### src/hdl/approx_median_background_subtract_defines.svh
// ----------------------------------------------------------------------------
// Assertion macros for the approximate median background subtractor
// Shared concurrent assertion forms used by the top-level RTL file of the block.
// ----------------------------------------------------------------------------
`ifndef APPROX_MEDIAN_BACKGROUND_SUBTRACT_DEFINES_SVH
`define APPROX_MEDIAN_BACKGROUND_SUBTRACT_DEFINES_SVH

// Same-cycle implication, disabled while reset is high.
`define AMBS_ASSERT_IMP(label, clk, rst, ante, cons, msg) \
  label: assert property (@(posedge clk) disable iff (rst) (ante) |-> (cons)) \
    else $error(msg);

// Next-cycle implication, disabled while reset is high.
`define AMBS_ASSERT_NXT(label, clk, rst, ante, cons, msg) \
  label: assert property (@(posedge clk) disable iff (rst) (ante) |=> (cons)) \
    else $error(msg);

`endif

### src/hdl/ambs_pkg.sv
// ----------------------------------------------------------------------------
// ambs_pkg
// Types, codes and constants shared by the background subtractor modules.
// ----------------------------------------------------------------------------
`default_nettype none

package ambs_pkg;

  localparam int unsigned CH_W        = 8;
  localparam int unsigned NUM_CH      = 3;
  localparam int unsigned FRAME_W     = 31;
  localparam int unsigned LEARN_W     = 16;
  localparam int unsigned ROW_W       = 9;
  localparam int unsigned COL_W       = 10;
  localparam int unsigned MODE_W      = 2;
  localparam int unsigned APB_DATA_W  = 32;
  localparam int unsigned PADDR_W     = 4;

  localparam int unsigned DEF_MAX_ROWS    = 512;
  localparam int unsigned DEF_MAX_COLUMNS = 1024;

  // Remainder pipeline: REM_DIGITS quotient bits per stage.
  localparam int unsigned REM_DIGITS = 4;
  localparam int unsigned REM_STAGES = (FRAME_W + REM_DIGITS - 1) / REM_DIGITS;
  localparam int unsigned REM_W      = REM_STAGES * REM_DIGITS;

  localparam logic [MODE_W-1:0] MODE_LOAD     = 2'd0;
  localparam logic [MODE_W-1:0] MODE_SUBTRACT = 2'd1;
  localparam logic [MODE_W-1:0] MODE_UPDATE   = 2'd2;

  localparam logic [CH_W-1:0]    RST_LOW_LIMIT       = 8'd40;
  localparam logic [CH_W-1:0]    RST_HIGH_LIMIT      = 8'd80;
  localparam logic [CH_W-1:0]    RST_SAMPLING_PERIOD = 8'd7;
  localparam logic [LEARN_W-1:0] RST_LEARNING_LENGTH = 16'd30;

  typedef enum logic [1:0] {
    REG_LOW_LIMIT       = 2'd0,
    REG_HIGH_LIMIT      = 2'd1,
    REG_SAMPLING_PERIOD = 2'd2,
    REG_LEARNING_LENGTH = 2'd3
  } reg_idx_t;

  typedef struct packed {
    logic [CH_W-1:0]    low_limit;
    logic [CH_W-1:0]    high_limit;
    logic [CH_W-1:0]    sampling_period;
    logic [LEARN_W-1:0] learning_length;
  } cfg_t;

  typedef struct packed {
    logic            low_over;
    logic            high_over;
    logic [CH_W-1:0] stepped;
  } lane_res_t;

endpackage

`default_nettype wire

### src/hdl/ambs_lane.sv
// ----------------------------------------------------------------------------
// ambs_lane
// One colour channel: difference against both limits and a unit step toward
// the pixel.
// ----------------------------------------------------------------------------
`default_nettype none

module ambs_lane (
  input  logic [ambs_pkg::CH_W-1:0] pix,
  input  logic [ambs_pkg::CH_W-1:0] model,
  input  logic [ambs_pkg::CH_W-1:0] low_limit,
  input  logic [ambs_pkg::CH_W-1:0] high_limit,
  output ambs_pkg::lane_res_t       res
);
  import ambs_pkg::*;

  logic            pix_above;
  logic            pix_below;
  logic [CH_W-1:0] diff;

  assign pix_above = pix > model;
  assign pix_below = pix < model;
  assign diff      = pix_above ? (pix - model) : (model - pix);

  always_comb begin
    res.low_over  = diff > low_limit;
    res.high_over = diff > high_limit;
    if (pix_above) begin
      res.stepped = model + 8'd1;
    end else if (pix_below) begin
      res.stepped = model - 8'd1;
    end else begin
      res.stepped = model;
    end
  end

endmodule

`default_nettype wire

### config.mk
export PLATFORM = sky130hd
export DESIGN_NAME = ambs_lane
export DESIGN_NICKNAME = d
export VERILOG_FILES = /design/src/hdl/approx_median_background_subtract_defines.svh /design/src/hdl/ambs_pkg.sv /design/src/hdl/ambs_lane.sv
export SDC_FILE = /design/constraint.sdc
export NUM_CORES = 1
export LEC_CHECK = 0
export BUFFER_PORTS_ARGS = -buffer_cell sky130_fd_sc_hd__buf_2
export CAP_MARGIN = 20
export CORE_ASPECT_RATIO = 2
export CORE_MARGIN = 3
export CORE_UTILIZATION = 46
export DETAILED_ROUTE_END_ITERATION = 16
export GPL_TIMING_DRIVEN = 0
export PLACE_DENSITY = 0.72
export REMOVE_ABC_BUFFERS = 1
export SETUP_SLACK_MARGIN = 0.3
export SYNTH_ARGS = -nofsm -noshare
export SYNTH_HDL_FRONTEND = slang
export SYNTH_SLANG_ARGS = --single-unit
### constraint.sdc
create_clock -name vclk -period 3.9
set_clock_uncertainty 0.15 [all_clocks]
set_input_delay 0.78 -clock vclk [all_inputs]
set_output_delay 0.78 -clock vclk [all_outputs]
set_load 0.01 [all_outputs]
==> flow_metrics.py <==
metrics = {
    "setup_path": {
        "critical-path-slowest-cell": "fa_2",
        "crit_buf_inv": 5,
        "critical-path-top-delay-family": "compound AO/OA/AOI/OAI gates",
        "critical_path_required_ps": 2970,
        "cp_slowest_stage_delay_ps": 370,
        "worstSetupPathType": "primary input to primary output",
        "endpoint_kind": "primary output",
        "worstSetupStartpointType": "primary input",
        "crit_path_max_fanout": 7,
        "worstPathCellList": "buf_8, inv_4, ha_4, inv_2, fa_2, a211oi_4, o211ai_1, and3_4, buf_4, mux2i_1, xnor2_1, ha_1, o21a_1, o21ai_1, a21oi_1, o22a_1, buf_2",
        "critPathArrivalTime_ps": 3530,
    },
    "run": {
        "cap_viol_max_count": 0,
    },
    "run_status": {
        "violations": "negative setup slack",
        "status": "finished, violations left",
    },
    "yosys": {
        "synthCells": 178,
        "yosys.area_share.simple_pct": 18.2,
        "yosysSeqAreaShare_pct": 0,
        "ys_top_cells_by_area": "ha_1 31%, inv_1 9.2%, mux2i_1 6.7%",
        "avgSynthCellArea_um2": 7.55,
        "synthMuxAreaShare_pct": 7.54,
        "syn_area_mm2": 0.00134,
        "synth_compound_area_share_pct": 19.6,
        "synth_xor_area_share_pct": 7.82,
        "ys.warnings.count": 0,
        "synthDistinctLibCells": 37,
        "yosys.area_share.adder_pct": 33.7,
        "synth_top_family_by_area": "adder cells",
        "synth_top_area_cell": "ha_1",
        "yosysTopAreaCellShare_pct": 30.7,
    },
    "power": {
        "peakVddDrop_uv": 79.7,
        "cellPowerDensity_mw_per_mm2": 193,
        "finalPower_mw": 0.333,
        "total_leakage_power_nw": 0.895,
    },
    "placed_design": {
        "dpl_worst_slack_ps": -996,
        "hpwl_mm": 2.80,
        "port_buffers": 42,
        "finalWeightedCongestion": 0.848,
        "dp_cells": 243,
        "dpl_cell_area_mm2": 0.00154,
    },
    "routing": {
        "wl_per_cell_um": 13.7,
        "ant_nets": 0,
        "drcViolationCount": 0,
        "vias": 1384,
        "dr.pass1.iters": 6,
        "avgViaCountPerCell": 5.54,
        "routed_wl_mm": 3.43,
        "drtIter0Drc": 20,
    },
    "cells_and_area": {
        "area_growth_pct": 28.2,
        "design.seq.count": 0,
        "final_cell_mix": "39 x buf_2, 29 x inv_1, 25 x ha_1",
        "nets": 290,
        "clkbuf_count": 0,
        "ff_latch_area_um2": 0,
        "stdcell_area_mm2": 0.00172,
        "final_common_cell": "buf_2",
        "layout-drive-gt1-share_pct": 35.3,
        "antenna_cells": 0,
        "fin_cells": 250,
        "final_util_pct": 62.2,
    },
    "sta": {
        "worst_slack_ps": -563,
        "final_max_slew_viol_count": 0,
        "fin_crit_ps": 4460,
        "setup_viol": 2,
        "max_freq_ghz": 0.224,
        "worst_slew_pin_slew_ps": 432,
        "max_slew_margin_pct": 70.9,
        "grt_setup_unrepaired": "yes",
        "period_share_pct": 114,
        "hold_viol": 0,
    },
    "floorplanning": {
        "placeableCoreArea_mm2": 0.00277,
        "initial_utilization_pct": 48.5,
        "rows": 27,
        "die_x_um": 44.2,
        "ioPinCount": 42,
        "die_y_um": 82.4,
        "dieArea_mm2": 0.00365,
    },
    "worst_hold_path": {
        "min_path_type": "primary input to primary output",
    },
    "grt": {
        "use_met1_pct": 18.0,
        "grt_pass1_vias": 1335,
        "use_met2_pct": 39.5,
        "grt_max_degree": 11,
        "grt_pass1_wl_mm": 5.33,
        "antenna_found_initial": 0,
        "grt_util_all_layers_pct": 18.5,
        "grtUsageMet3_pct": 0,
        "top_usage_layer": "met2",
        "gr-total-overflow": 0,
    },
}
[final cells by class]
cell class	count	area [um2]
Multi-Input combinational cell	139	1280
Fill cell	264	1050
Timing Repair Buffer	49	278
Inverter	33	129
Tap cell	29	36.3
[Yosys cell counts (all sizes together)]
library cell,n
ha,33
inv,33
a21oi,12
mux2i,9
nand2,9
xnor2,9
o21ai,7
a21o,6
buf,6
nand3,5
nand4,5
nor3,5
nor2b,4
and2,3
and4,3
nand2b,3
o211ai,3
xor2,3
a221oi,2
a31oi,2
fa,2
o21a,2
o22a,2
a211oi,1
a31o,1
a41oi,1
and3,1
and3b,1
mux2,1
nand3b,1
nor4,1
o2bb2ai,1
or4,1
[kinds of logic after synthesis]
family,count (synthesis)
XOR/XNOR,12
buffers and inverters,39
AND/OR/NAND/NOR,42
multiplexers,10
adder cells (fa/ha/maj),35
AO/OA/AOI/OAI,40
[repair_timing]
item | CTS | global route
setup endpoints to repair | 10 | 9
gates cloned | 0 | 0
setup buffers | 3 | 4
hold buffers | 0 | 0
endpoints found under the hold margin | 0 | 0
resized for setup | 23 | 16
pin swaps | 12 | 15
[power by group]
| group | internal, mW | switching [mW] |
|---|---|---|
| registers | 0 | 0 |
| logic | 0.161 | 0.172 |
| clock network | 0 | 0 |
[worst paths after layout]
| check | startpoint | to | slack, ps | depth (start not counted) |
|---|---|---|---|---|
| min | model[7] | res[7] | 1690 | 3 |
| max | pix[0] | res[8] | -560 | 17 |
[stage by stage]
| step | setup TNS [ps] | hold WS, ps |
|---|---|---|
| after floorplan | -812 | 1500 |
| final | -1130 | 1690 |
| after detailed placement | -1970 | 1700 |
| after global routing | -1430 | 1710 |
| after global placement | -1940 | 1690 |
| after CTS | -1140 | 1700 |
[metal layers]
metal	vias up	part of all wire (%)	wire length, um
met2	35	58	1970
met4	0	2.8	95
li1	704	-	-
met1	635	36	1250
met3	10	3.3	112
met5	-	0	0
Power figures use the tool's default switching activity.
