$ cat src/hdl/approx_median_background_subtract_defines.svh
// ----------------------------------------------------------------------------
// Assertion macros for the approximate median background subtractor
// Shared concurrent assertion forms used by the top-level RTL file of the block.
// ----------------------------------------------------------------------------
`ifndef APPROX_MEDIAN_BACKGROUND_SUBTRACT_DEFINES_SVH
`define APPROX_MEDIAN_BACKGROUND_SUBTRACT_DEFINES_SVH

// Same-cycle implication, disabled while reset is high.
`define AMBS_ASSERT_IMP(label, clk, rst, ante, cons, msg) \
  label: assert property (@(posedge clk) disable iff (rst) (ante) |-> (cons)) \
    else $error(msg);

// Next-cycle implication, disabled while reset is high.
`define AMBS_ASSERT_NXT(label, clk, rst, ante, cons, msg) \
  label: assert property (@(posedge clk) disable iff (rst) (ante) |=> (cons)) \
    else $error(msg);

`endif

$ cat src/hdl/ambs_pkg.sv
// ----------------------------------------------------------------------------
// ambs_pkg
// Types, codes and constants shared by the background subtractor modules.
// ----------------------------------------------------------------------------
`default_nettype none

package ambs_pkg;

  localparam int unsigned CH_W        = 8;
  localparam int unsigned NUM_CH      = 3;
  localparam int unsigned FRAME_W     = 31;
  localparam int unsigned LEARN_W     = 16;
  localparam int unsigned ROW_W       = 9;
  localparam int unsigned COL_W       = 10;
  localparam int unsigned MODE_W      = 2;
  localparam int unsigned APB_DATA_W  = 32;
  localparam int unsigned PADDR_W     = 4;

  localparam int unsigned DEF_MAX_ROWS    = 512;
  localparam int unsigned DEF_MAX_COLUMNS = 1024;

  // Remainder pipeline: REM_DIGITS quotient bits per stage.
  localparam int unsigned REM_DIGITS = 4;
  localparam int unsigned REM_STAGES = (FRAME_W + REM_DIGITS - 1) / REM_DIGITS;
  localparam int unsigned REM_W      = REM_STAGES * REM_DIGITS;

  localparam logic [MODE_W-1:0] MODE_LOAD     = 2'd0;
  localparam logic [MODE_W-1:0] MODE_SUBTRACT = 2'd1;
  localparam logic [MODE_W-1:0] MODE_UPDATE   = 2'd2;

  localparam logic [CH_W-1:0]    RST_LOW_LIMIT       = 8'd40;
  localparam logic [CH_W-1:0]    RST_HIGH_LIMIT      = 8'd80;
  localparam logic [CH_W-1:0]    RST_SAMPLING_PERIOD = 8'd7;
  localparam logic [LEARN_W-1:0] RST_LEARNING_LENGTH = 16'd30;

  typedef enum logic [1:0] {
    REG_LOW_LIMIT       = 2'd0,
    REG_HIGH_LIMIT      = 2'd1,
    REG_SAMPLING_PERIOD = 2'd2,
    REG_LEARNING_LENGTH = 2'd3
  } reg_idx_t;

  typedef struct packed {
    logic [CH_W-1:0]    low_limit;
    logic [CH_W-1:0]    high_limit;
    logic [CH_W-1:0]    sampling_period;
    logic [LEARN_W-1:0] learning_length;
  } cfg_t;

  typedef struct packed {
    logic            low_over;
    logic            high_over;
    logic [CH_W-1:0] stepped;
  } lane_res_t;

endpackage

`default_nettype wire

$ cat src/hdl/ambs_rem.sv
// ----------------------------------------------------------------------------
// ambs_rem
// Pipelined restoring remainder of the frame number by the sampling period.
// ----------------------------------------------------------------------------
`default_nettype none

module ambs_rem (
  input  logic                            clk,
  input  logic                            en,
  input  logic [ambs_pkg::FRAME_W-1:0]    dividend,
  input  logic [ambs_pkg::CH_W-1:0]       divisor,
  output logic [ambs_pkg::CH_W-1:0]       remainder
);
  import ambs_pkg::*;

  logic [REM_W-1:0] num       [REM_STAGES];
  logic [CH_W-1:0]  part      [REM_STAGES];
  logic [REM_W-1:0] num_next  [REM_STAGES];
  logic [CH_W-1:0]  part_next [REM_STAGES];

  function automatic logic [CH_W-1:0] rem_step(input logic [CH_W-1:0]       r,
                                               input logic [REM_DIGITS-1:0] bits,
                                               input logic [CH_W-1:0]       d);
    logic [CH_W:0]   t;
    logic [CH_W-1:0] acc;
    acc = r;
    for (int i = REM_DIGITS - 1; i >= 0; i--) begin
      t = {acc, bits[i]};
      if (t >= {1'b0, d}) begin
        t = t - {1'b0, d};
      end
      acc = t[CH_W-1:0];
    end
    return acc;
  endfunction

  always_comb begin
    logic [REM_W-1:0] n;
    logic [CH_W-1:0]  r;
    for (int k = 0; k < REM_STAGES; k++) begin
      n = (k == 0) ? REM_W'(dividend) : num[(k == 0) ? 0 : k - 1];
      r = (k == 0) ? '0 : part[(k == 0) ? 0 : k - 1];
      part_next[k] = rem_step(r, n[REM_W-1 -: REM_DIGITS], divisor);
      num_next[k]  = n << REM_DIGITS;
    end
  end

  always_ff @(posedge clk) begin
    if (en) begin
      for (int k = 0; k < REM_STAGES; k++) begin
        num[k]  <= num_next[k];
        part[k] <= part_next[k];
      end
    end
  end

  assign remainder = part[REM_STAGES-1];

endmodule

`default_nettype wire

$ cat config.mk
export PLATFORM = sky130hd
export DESIGN_NAME = ambs_rem
export DESIGN_NICKNAME = d
export VERILOG_FILES = /design/src/hdl/approx_median_background_subtract_defines.svh /design/src/hdl/ambs_pkg.sv /design/src/hdl/ambs_rem.sv
export SDC_FILE = /design/constraint.sdc
export NUM_CORES = 1
export LEC_CHECK = 0
export ABC_AREA = 1
export CAP_MARGIN = 20
export CORE_UTILIZATION = 55
export DETAILED_ROUTE_END_ITERATION = 12
export DONT_BUFFER_PORTS = 1
export GPL_TIMING_DRIVEN = 1
export PLACE_DENSITY = 0.83
export SYNTH_ARGS = -nofsm -noshare
export SYNTH_HDL_FRONTEND = slang
export SYNTH_SLANG_ARGS = --single-unit
$ cat constraint.sdc
create_clock -name clk -period 8.23 [get_ports clk]
set_input_delay 1.2345 -clock clk [delete_from_list [all_inputs] [get_ports clk]]
set_output_delay 1.2345 -clock clk [all_outputs]
set_load 0.1 [all_outputs]
==> qor.yml <==
status: "finished clean"
hp-class: "reg -> reg"
wl_met3_um: 2423
drv_slew: 0
maxCapViolCount: 0
synth_top_area_share_pct: 27.14
diodes: 0
yosysSeqAreaShare_pct: 27.14
grt_max_degree: 177
clock.fmax_ghz: 0.1321
synth_top_flop_cell: "edfxtp_1"
maxSlewHeadroom_pct: 40.83
cts-root-buf: "clkbuf_16"
cts_buffers: 17
grt.overflow.total: 0
finalHoldViolations: 0
fp.dieArea_um2: 36170
async_reset_ff_share_pct: 0
syn_area_um2: 19480
via_count: 17010
antenna_found_initial: 0
final.setup_skew_ns: 0.01470
cts_buffer_depth: 2
ys_top_cells_by_area: "edfxtp_1, ha_1, nand2_1, inv_1, xor2_1"
ys_ff_latch: 176
fin_crit_ns: 7.569
synth-edff-count: 176
core_area_um2: 34710
dr_wl_met2_um: 21840
cp-end-kind: "register"
final_nets: 2921
cts.sinks: 176
die_height_um: 190.2
worst_pin_slew_ns: 0.8895
crit_family: "simple AND/OR/NAND/NOR gates"
rsz0062_at_grt: "false"
crit_slowest_cell: "inv_1"
critPathArrivalTime_ns: 7.90
clock_latency_ns: 0.47
die_x_um: 190.2
drtPass1Iterations: 6
netlist_instances: 2562
grt_usage_pct: 26.36
avgSynthCellArea_um2: 7.602
design_area_um2: 20830
yosysTopAreaCell: "edfxtp_1"
regToRegStartpoint: "part[1][10]$_DFFE_PP_"
cts_tree: "done"
cp_common_cell: "nand2_1"
viasPerCell: 5.545
gp_congestion: 0.9583
pin_count: 49
ctsHtreeMaxLevel: 4
finalSetupViolCount: 0
cp.required_ns: 8.56
num_rows: 68
synth_cell_types: 56
initial_core_util_pct: 56.11
crit_path_start: "divisor[7]"
cpPeakStageDelay_ns: 0.40
wirelength_um: 46740
finalCritPeriodShare_pct: 91.97
setup_tns_ns: 0
grt_pass1_wl_um: 76910
n_fill_cell: 3016
top_layer: "met4"
dp_hpwl_um: 35040
route.detailed.drc: 0
grt_pass1_vias: 16220
hold_start: "num[2][11]$_DFFE_PP_"
initialDrtViolationCount: 1273
wirelength_met1_um: 20910
path_max_fanout: 13
cp_num_buf_inv: 5
placed_area_um2: 20140
crit_path_start_kind: "input port"
io_buffers: 0
final_layout_size_suffix_gt1_share_pct: 8.802
worstSetupPathType: "in -> reg"
drtAntennaViolNets: 0
area_growth_syn_to_layout_pct: 6.925
clk_pin_slew_ns: 0.08
ys_warn_count: 0
wire_per_inst_um: 15.24
==> final cells by class <==
| cell class | count | area (um2) | share of cell area, % |
|---|---|---|---|
| Inverter | 360 | 1373 | 6.591 |
| Clock inverter | 15 | 173.9 | 0.8351 |
| Clock buffer | 17 | 425.4 | 2.043 |
| Tap cell | 455 | 569.3 | 2.734 |
| Timing Repair Buffer | 40 | 350.3 | 1.682 |
| Sequential cell | 176 | 5285 | 25.38 |
| Multi-Input combinational cell | 2005 | 12650 | 60.74 |
==> state kept, by name (all words and copies together) (netlist names) <==
register,cells
num,112
part,64
==> synth_stat cells, types with 4 or more instances <==
master,n
xnor2_1,46
nand3_2,12
a21o_1,5
nand2_1,752
o21bai_1,7
nand3_1,153
inv_2,13
nor2_1,128
o21ai_2,21
nor3_1,20
nand4_1,44
or2_2,15
nand3b_1,22
o21ai_1,26
nand2_2,28
nand2_4,12
inv_1,343
a211oi_1,7
nor4_1,5
a21oi_2,13
buf_6,8
inv_4,4
nor2_2,9
o211ai_1,8
buf_4,14
o21ai_0,61
xor2_1,103
a31oi_1,10
nor2_4,12
ha_1,249
fa_1,31
edfxtp_1,176
o21a_1,8
o311ai_0,4
a21oi_1,161
==> per-layer routing <==
metal  up-vias  track usage, %
li1       8614               -
met1      7763           33.99
met2       519           44.57
met3       117           3.431
met4         0           10.62
met5         -               0
==> per-stage QoR <==
stage | setup slack, ns | hold slack (ns) | util [%] | cells
floorplan | 0.3369 | 0.4003 | - | 2564
global placement | 0.3054 | 0.4004 | 58.03 | 3031
detailed placement | 0.1768 | 0.4045 | 58.03 | 3031
CTS | 0.5926 | 0.4165 | 59.76 | 3063
global route | 0.01327 | 0.4253 | 59.99 | 3068
finish | 0.6612 | 0.4100 | 59.99 | 3068
==> final timing paths <==
path | end | slack, ns | depth (start not counted)
worst max register to register | part[1][23]$_DFFE_PP_ | 1.42 | 41
worst min register to register | num[3][15]$_DFFE_PP_ | 0.41 | 0
worst min-delay path | num[3][15]$_DFFE_PP_ | 0.41 | 0
worst max-delay path | part[1][26]$_DFFE_PP_ | 0.66 | 42
==> cells in the final DEF (no fill, tap or decap), types with 9 or more instances in the layout <==
cell type	netlist	final
nand2_1	752	752
inv_1	343	340
ha_1	249	249
edfxtp_1	176	176
a21oi_1	161	161
nand3_1	153	153
nor2_1	128	128
xor2_1	103	103
o21ai_0	61	59
xnor2_1	46	46
nand4_1	44	44
buf_4	14	36
fa_1	31	31
nand2_2	28	28
o21ai_1	26	27
nand3b_1	22	22
o21ai_2	21	22
nor3_1	20	20
clkbuf_16	0	17
or2_2	15	15
inv_2	13	13
a21oi_2	13	13
nor2_4	12	12
nand3_2	12	12
nand2_4	12	12
a31oi_1	10	10
nor2_2	9	9
==> cells by family (layout without fill, tap and decap cells) <==
logic type	after synthesis	count (layout)	synth area share [%]
compound gates	346	346	10.51
xor+xnor	149	149	6.701
fa+ha+maj	280	280	19.18
buf+inv	383	432	8.017
flops	176	176	27.14
other cells	1	3	0.01925
simple gates	1227	1227	28.43
==> what timing repair did <==
action | 4_1_cts | 5_1_grt
setup endpoints to repair | 0 | 32
setup buffers | 0 | 5
hold buffers | 0 | 0
resized for setup | 0 | 7
==> worst reg2reg max path, delay by kind of cell (launching register included) <==
family / cells / cell delay (ns)
AOI/OAI and AO/OA: 9 / 1.57
buffers and inverters: 5 / 0.44
DFF: 1 / 0.42
adders and majority gates: 4 / 1.44
and+or+nand+nor: 23 / 2.71
Power is left out: the tool's default activity adds up to more than one toggle a clock period on the data nets, which glitch-free logic cannot reach.
