$ cat src/hdl/approx_median_background_subtract_defines.svh
// ----------------------------------------------------------------------------
// Assertion macros for the approximate median background subtractor
// Shared concurrent assertion forms used by the top-level RTL file of the block.
// ----------------------------------------------------------------------------
`ifndef APPROX_MEDIAN_BACKGROUND_SUBTRACT_DEFINES_SVH
`define APPROX_MEDIAN_BACKGROUND_SUBTRACT_DEFINES_SVH

// Same-cycle implication, disabled while reset is high.
`define AMBS_ASSERT_IMP(label, clk, rst, ante, cons, msg) \
  label: assert property (@(posedge clk) disable iff (rst) (ante) |-> (cons)) \
    else $error(msg);

// Next-cycle implication, disabled while reset is high.
`define AMBS_ASSERT_NXT(label, clk, rst, ante, cons, msg) \
  label: assert property (@(posedge clk) disable iff (rst) (ante) |=> (cons)) \
    else $error(msg);

`endif

$ cat src/hdl/ambs_pkg.sv
// ----------------------------------------------------------------------------
// ambs_pkg
// Types, codes and constants shared by the background subtractor modules.
// ----------------------------------------------------------------------------
`default_nettype none

package ambs_pkg;

  localparam int unsigned CH_W        = 8;
  localparam int unsigned NUM_CH      = 3;
  localparam int unsigned FRAME_W     = 31;
  localparam int unsigned LEARN_W     = 16;
  localparam int unsigned ROW_W       = 9;
  localparam int unsigned COL_W       = 10;
  localparam int unsigned MODE_W      = 2;
  localparam int unsigned APB_DATA_W  = 32;
  localparam int unsigned PADDR_W     = 4;

  localparam int unsigned DEF_MAX_ROWS    = 512;
  localparam int unsigned DEF_MAX_COLUMNS = 1024;

  // Remainder pipeline: REM_DIGITS quotient bits per stage.
  localparam int unsigned REM_DIGITS = 4;
  localparam int unsigned REM_STAGES = (FRAME_W + REM_DIGITS - 1) / REM_DIGITS;
  localparam int unsigned REM_W      = REM_STAGES * REM_DIGITS;

  localparam logic [MODE_W-1:0] MODE_LOAD     = 2'd0;
  localparam logic [MODE_W-1:0] MODE_SUBTRACT = 2'd1;
  localparam logic [MODE_W-1:0] MODE_UPDATE   = 2'd2;

  localparam logic [CH_W-1:0]    RST_LOW_LIMIT       = 8'd40;
  localparam logic [CH_W-1:0]    RST_HIGH_LIMIT      = 8'd80;
  localparam logic [CH_W-1:0]    RST_SAMPLING_PERIOD = 8'd7;
  localparam logic [LEARN_W-1:0] RST_LEARNING_LENGTH = 16'd30;

  typedef enum logic [1:0] {
    REG_LOW_LIMIT       = 2'd0,
    REG_HIGH_LIMIT      = 2'd1,
    REG_SAMPLING_PERIOD = 2'd2,
    REG_LEARNING_LENGTH = 2'd3
  } reg_idx_t;

  typedef struct packed {
    logic [CH_W-1:0]    low_limit;
    logic [CH_W-1:0]    high_limit;
    logic [CH_W-1:0]    sampling_period;
    logic [LEARN_W-1:0] learning_length;
  } cfg_t;

  typedef struct packed {
    logic            low_over;
    logic            high_over;
    logic [CH_W-1:0] stepped;
  } lane_res_t;

endpackage

`default_nettype wire

$ cat src/hdl/ambs_regs.sv
// ----------------------------------------------------------------------------
// ambs_regs
// APB register file holding the thresholds, sampling period and learning length.
// ----------------------------------------------------------------------------
`default_nettype none

module ambs_regs (
  input  logic                               clk,
  input  logic                               rst,
  input  logic                               psel,
  input  logic                               penable,
  input  logic                               pwrite,
  input  logic [ambs_pkg::PADDR_W-1:0]       paddr,
  input  logic [ambs_pkg::APB_DATA_W-1:0]    pwdata,
  output logic [ambs_pkg::APB_DATA_W-1:0]    prdata,
  output logic                               pready,
  output ambs_pkg::cfg_t                     cfg
);
  import ambs_pkg::*;

  reg_idx_t idx;
  logic     wr_en;

  assign idx    = reg_idx_t'(paddr[PADDR_W-1:2]);
  assign wr_en  = psel && penable && pwrite;
  assign pready = 1'b1;

  always_ff @(posedge clk) begin
    if (rst) begin
      cfg.low_limit       <= RST_LOW_LIMIT;
      cfg.high_limit      <= RST_HIGH_LIMIT;
      cfg.sampling_period <= RST_SAMPLING_PERIOD;
      cfg.learning_length <= RST_LEARNING_LENGTH;
    end else if (wr_en) begin
      unique case (idx)
        REG_LOW_LIMIT:       cfg.low_limit       <= pwdata[CH_W-1:0];
        REG_HIGH_LIMIT:      cfg.high_limit      <= pwdata[CH_W-1:0];
        REG_SAMPLING_PERIOD: cfg.sampling_period <= pwdata[CH_W-1:0];
        REG_LEARNING_LENGTH: cfg.learning_length <= pwdata[LEARN_W-1:0];
        default: ;
      endcase
    end
  end

  always_comb begin
    unique case (idx)
      REG_LOW_LIMIT:       prdata = APB_DATA_W'(cfg.low_limit);
      REG_HIGH_LIMIT:      prdata = APB_DATA_W'(cfg.high_limit);
      REG_SAMPLING_PERIOD: prdata = APB_DATA_W'(cfg.sampling_period);
      REG_LEARNING_LENGTH: prdata = APB_DATA_W'(cfg.learning_length);
      default:             prdata = '0;
    endcase
  end

endmodule

`default_nettype wire

$ cat config.mk
export PLATFORM = sky130hd
export DESIGN_NAME = ambs_regs
export DESIGN_NICKNAME = d
export VERILOG_FILES = /design/src/hdl/approx_median_background_subtract_defines.svh /design/src/hdl/ambs_pkg.sv /design/src/hdl/ambs_regs.sv
export SDC_FILE = /design/constraint.sdc
export NUM_CORES = 1
export LEC_CHECK = 0
export BUFFER_PORTS_ARGS = -buffer_cell sky130_fd_sc_hd__buf_2
export CORE_ASPECT_RATIO = 0.6
export CORE_UTILIZATION = 35
export DETAILED_ROUTE_END_ITERATION = 7
export PLACE_DENSITY = 0.65
export SYNTH_ARGS = -nofsm -noshare
export SYNTH_HDL_FRONTEND = slang
export SYNTH_SLANG_ARGS = --single-unit
$ cat constraint.sdc
create_clock -name clk -period 1.45 [get_ports clk]
set_clock_uncertainty 0.05 [all_clocks]
set_input_delay 0.29 -clock clk [delete_from_list [all_inputs] [get_ports clk]]
set_output_delay 0.29 -clock clk [all_outputs]
set_load 0.01 [all_outputs]
==> results.sh <==
export IMPL_status="finished, violations left"
export IMPL_violations="negative setup slack"
export IMPL_comb_power_share_pct=13.2
export IMPL_final_max_slew_viol_count=0
export IMPL_reg2reg_to="cfg[0]"
export IMPL_regArea_sq_um=831
export IMPL_synth_avg_cell_area_sq_um=9.73
export IMPL_endpoint_kind="primary output"
export IMPL_period_needed_ns=1.60
export IMPL_dr_max_layer_used="met4"
export IMPL_reg_top3="cfg: 40 flops"
export IMPL_initial_core_util_pct=37.0
export IMPL_fp_coreArea_sq_um=5680
export IMPL_setup_ws_ns=-0.154
export IMPL_max_freq_mhz=624
export IMPL_yosysMostFrequentCell="dfxtp_1"
export IMPL_clock_sinks=40
export IMPL_die_h_um=62.0
export IMPL_synthArstFlopShare_pct=0
export IMPL_grt_pass1_wl_mm=7.98
export IMPL_drc=0
export IMPL_pin_count=114
export IMPL_cts_root_buf="clkbuf_8"
export IMPL_grt_max_degree=64
export IMPL_syn_area_sq_um=2100
export IMPL_p_switching_mw=0.571
export IMPL_drive_gt1_share_pct=49.0
export IMPL_cts_tree="yes"
export IMPL_ys_top_cells_by_count="dfxtp_1 (40), nand2b_1 (33), mux2i_1 (28)"
export IMPL_met2_length_mm=2.21
export IMPL_gp_congestion=0.731
export IMPL_synth_flop_cell="dfxtp_1"
export IMPL_fin_area_sq_um=2860
export IMPL_area_growth_pct=35.9
export IMPL_post_drt_via_cell_ratio=4.50
export IMPL_cts_clk_slew_worst_paths_ns=0.08
export IMPL_antenna_found_initial=0
export IMPL_fillers=555
export IMPL_p_leak_nw=1.38
export IMPL_critPathKind="flop to primary output"
export IMPL_rsz0062_at_grt="yes"
export IMPL_wl_met3_um=277
export IMPL_yosysTopAreaCell="dfxtp_1"
export IMPL_required_ns=1.11
export IMPL_place_area_sq_um=2570
export IMPL_ys_warn_count=0
export IMPL_grt_pass1_vias=1547
export IMPL_p_int_mw=1.77
export IMPL_ir_drop_v=0.000407
export IMPL_overflow=0
export IMPL_cts_buffer_depth=2
export IMPL_clk_latency_ns=0.29
export IMPL_synth_edf_count=0
export IMPL_hold_depth=3
export IMPL_hold_slack_ns=0.194
export IMPL_hold_viol_final=0
export IMPL_critPathLaunch="cfg[5]"
export IMPL_place_inst=373
export IMPL_fin_cells=394
export IMPL_rows=21
export IMPL_utilization_pct=50.3
export IMPL_power_density_nw_per_um2=821
export IMPL_via_count=1773
export IMPL_die_x_um=102
export IMPL_ctsHoldBuffers=0
export IMPL_largest_reg_flops=40
export IMPL_min_period_over_period_pct=111
export IMPL_arrival_ns=1.26
export IMPL_path_max_fanout=2
export IMPL_grt_usage_pct=17.4
export IMPL_yosysTopAreaCellShare_pct=38.1
export IMPL_p_sw_share_pct=24.4
export IMPL_drt_met1_wl_mm=2.84
export IMPL_htree_levels=2
export IMPL_start_kind="flop"
export IMPL_finalSetupViolations=8
export IMPL_n_antenna_cell=0
export IMPL_dieArea_sq_um=6330
export IMPL_syn_inst=216
export IMPL_dp_hpwl_mm=3.74
export IMPL_wl_per_cell_um=13.7
export IMPL_drtIter0Drc=60
export IMPL_cts_made_buffers=5
export IMPL_critPathCapture="prdata[5]"
export IMPL_worstHoldStart="pwdata[13]"
export IMPL_layout_nets=354
export IMPL_ant_nets=0
export IMPL_multi_input_area_sq_um=1120
export IMPL_reg2reg_depth=4
export IMPL_ys_seq_area_share_pct=38.1
export IMPL_regMostFlops="cfg"
export IMPL_max_cap_violations=0
export IMPL_hold_path_class="primary input to flop"
export IMPL_routed_wl_mm=5.38
export IMPL_synth_area_top_cells="dfxtp_1 (38%), mux2i_1 (13%), nand2b_1 (9.8%)"
export IMPL_finalPower_mw=2.34
export IMPL_first_pass_iters=4
export IMPL_pwr_share_clk_pct=38.9
export IMPL_seqPwrFrac_pct=47.9
export IMPL_r2r_slack_ns=0.52
export IMPL_synth_seq_cells=40
export IMPL_r2r_start="cfg[0]"
export IMPL_yosysUniqueCellTypes=21
export IMPL_portBuffers=78
[stage by stage]
step	TNS (ns)	worst slack [ns]
finish	-1.02	-0.154
global route	-1.25	-0.176
CTS	-1.08	-0.159
detailed placement	-5.86	-0.226
global placement	-5.11	-0.222
floorplan	0	0.0390
[critical path, cell delays in order (launching register included)]
cell and delay [ns]:
dfxtp_2 0.34, mux4_2 0.49, buf_6 0.14
[power groups by stage]
stage | logic, mW | clock network (mW) | registers (mW)
6_report | 0.309 | 0.912 | 1.12
3_3_place_gp | 0.278 | 0 | 1.15
2_1_floorplan | 0.196 | 0 | 1.15
4_1_cts | 0.304 | 0.936 | 1.12
3_5_place_dp | 0.280 | 0 | 1.15
5_1_grt | 0.339 | 0.982 | 1.12
[per-layer routing]
| layer | global-route usage [%] | vias up |
|---|---|---|
| li1 | - | 885 |
| met1 | 25.6 | 825 |
| met2 | 24.9 | 57 |
| met3 | 4.36 | 6 |
| met4 | 5.51 | 0 |
| met5 | 0 | - |
[cells in the final DEF (no fill, tap or decap), drive strengths merged]
master,Yosys,final
buf,26,110
dfxtp,40,40
nand2b,33,33
mux2i,28,28
o21ai,24,24
nor2,19,19
conb,2,17
nor2b,12,12
and3,8,8
mux4,8,8
clkbuf,9,5
nor3b,2,2
nand3,1,1
nand2,1,1
or2,1,1
or3,1,1
or3b,1,1
clkinvlp,0,1
bufinv,0,1
clkinv,0,1
[how the worst min path moves through the flow]
stage,endpoint,slack (ns)
2_1_floorplan,cfg[10],0.39
3_3_place_gp,cfg[39],0.42
3_5_place_dp,cfg[36],0.43
4_1_cts,cfg[13],0.19
5_1_grt,cfg[13],0.21
6_report,cfg[13],0.19
[logic make-up (layout without fill, tap and decap cells)]
| group | after synthesis | after routing | synth area share, % |
|---|---|---|---|
| other | 2 | 17 | 0.357 |
| multiplexers | 36 | 36 | 22.1 |
| flip-flops | 40 | 40 | 38.1 |
| buffers and inverters | 35 | 118 | 11.3 |
| AO/OA/AOI/OAI | 24 | 24 | 5.72 |
| AND/OR/NAND/NOR | 79 | 79 | 22.4 |
[cell type report]
type,instances,area share (%)
clock buffer,5,2.41
timing repair buffer,110,24.3
clock inverter,3,1.49
sequential,40,29.1
multi-input combinational,156,39.2
tap,80,3.51
[what timing repair did]
item	4_1_cts	5_1_grt
endpoints found under the setup margin	14	9
resized for setup	27	7
buffers inserted	11	2
Power figures use the tool's default switching activity.
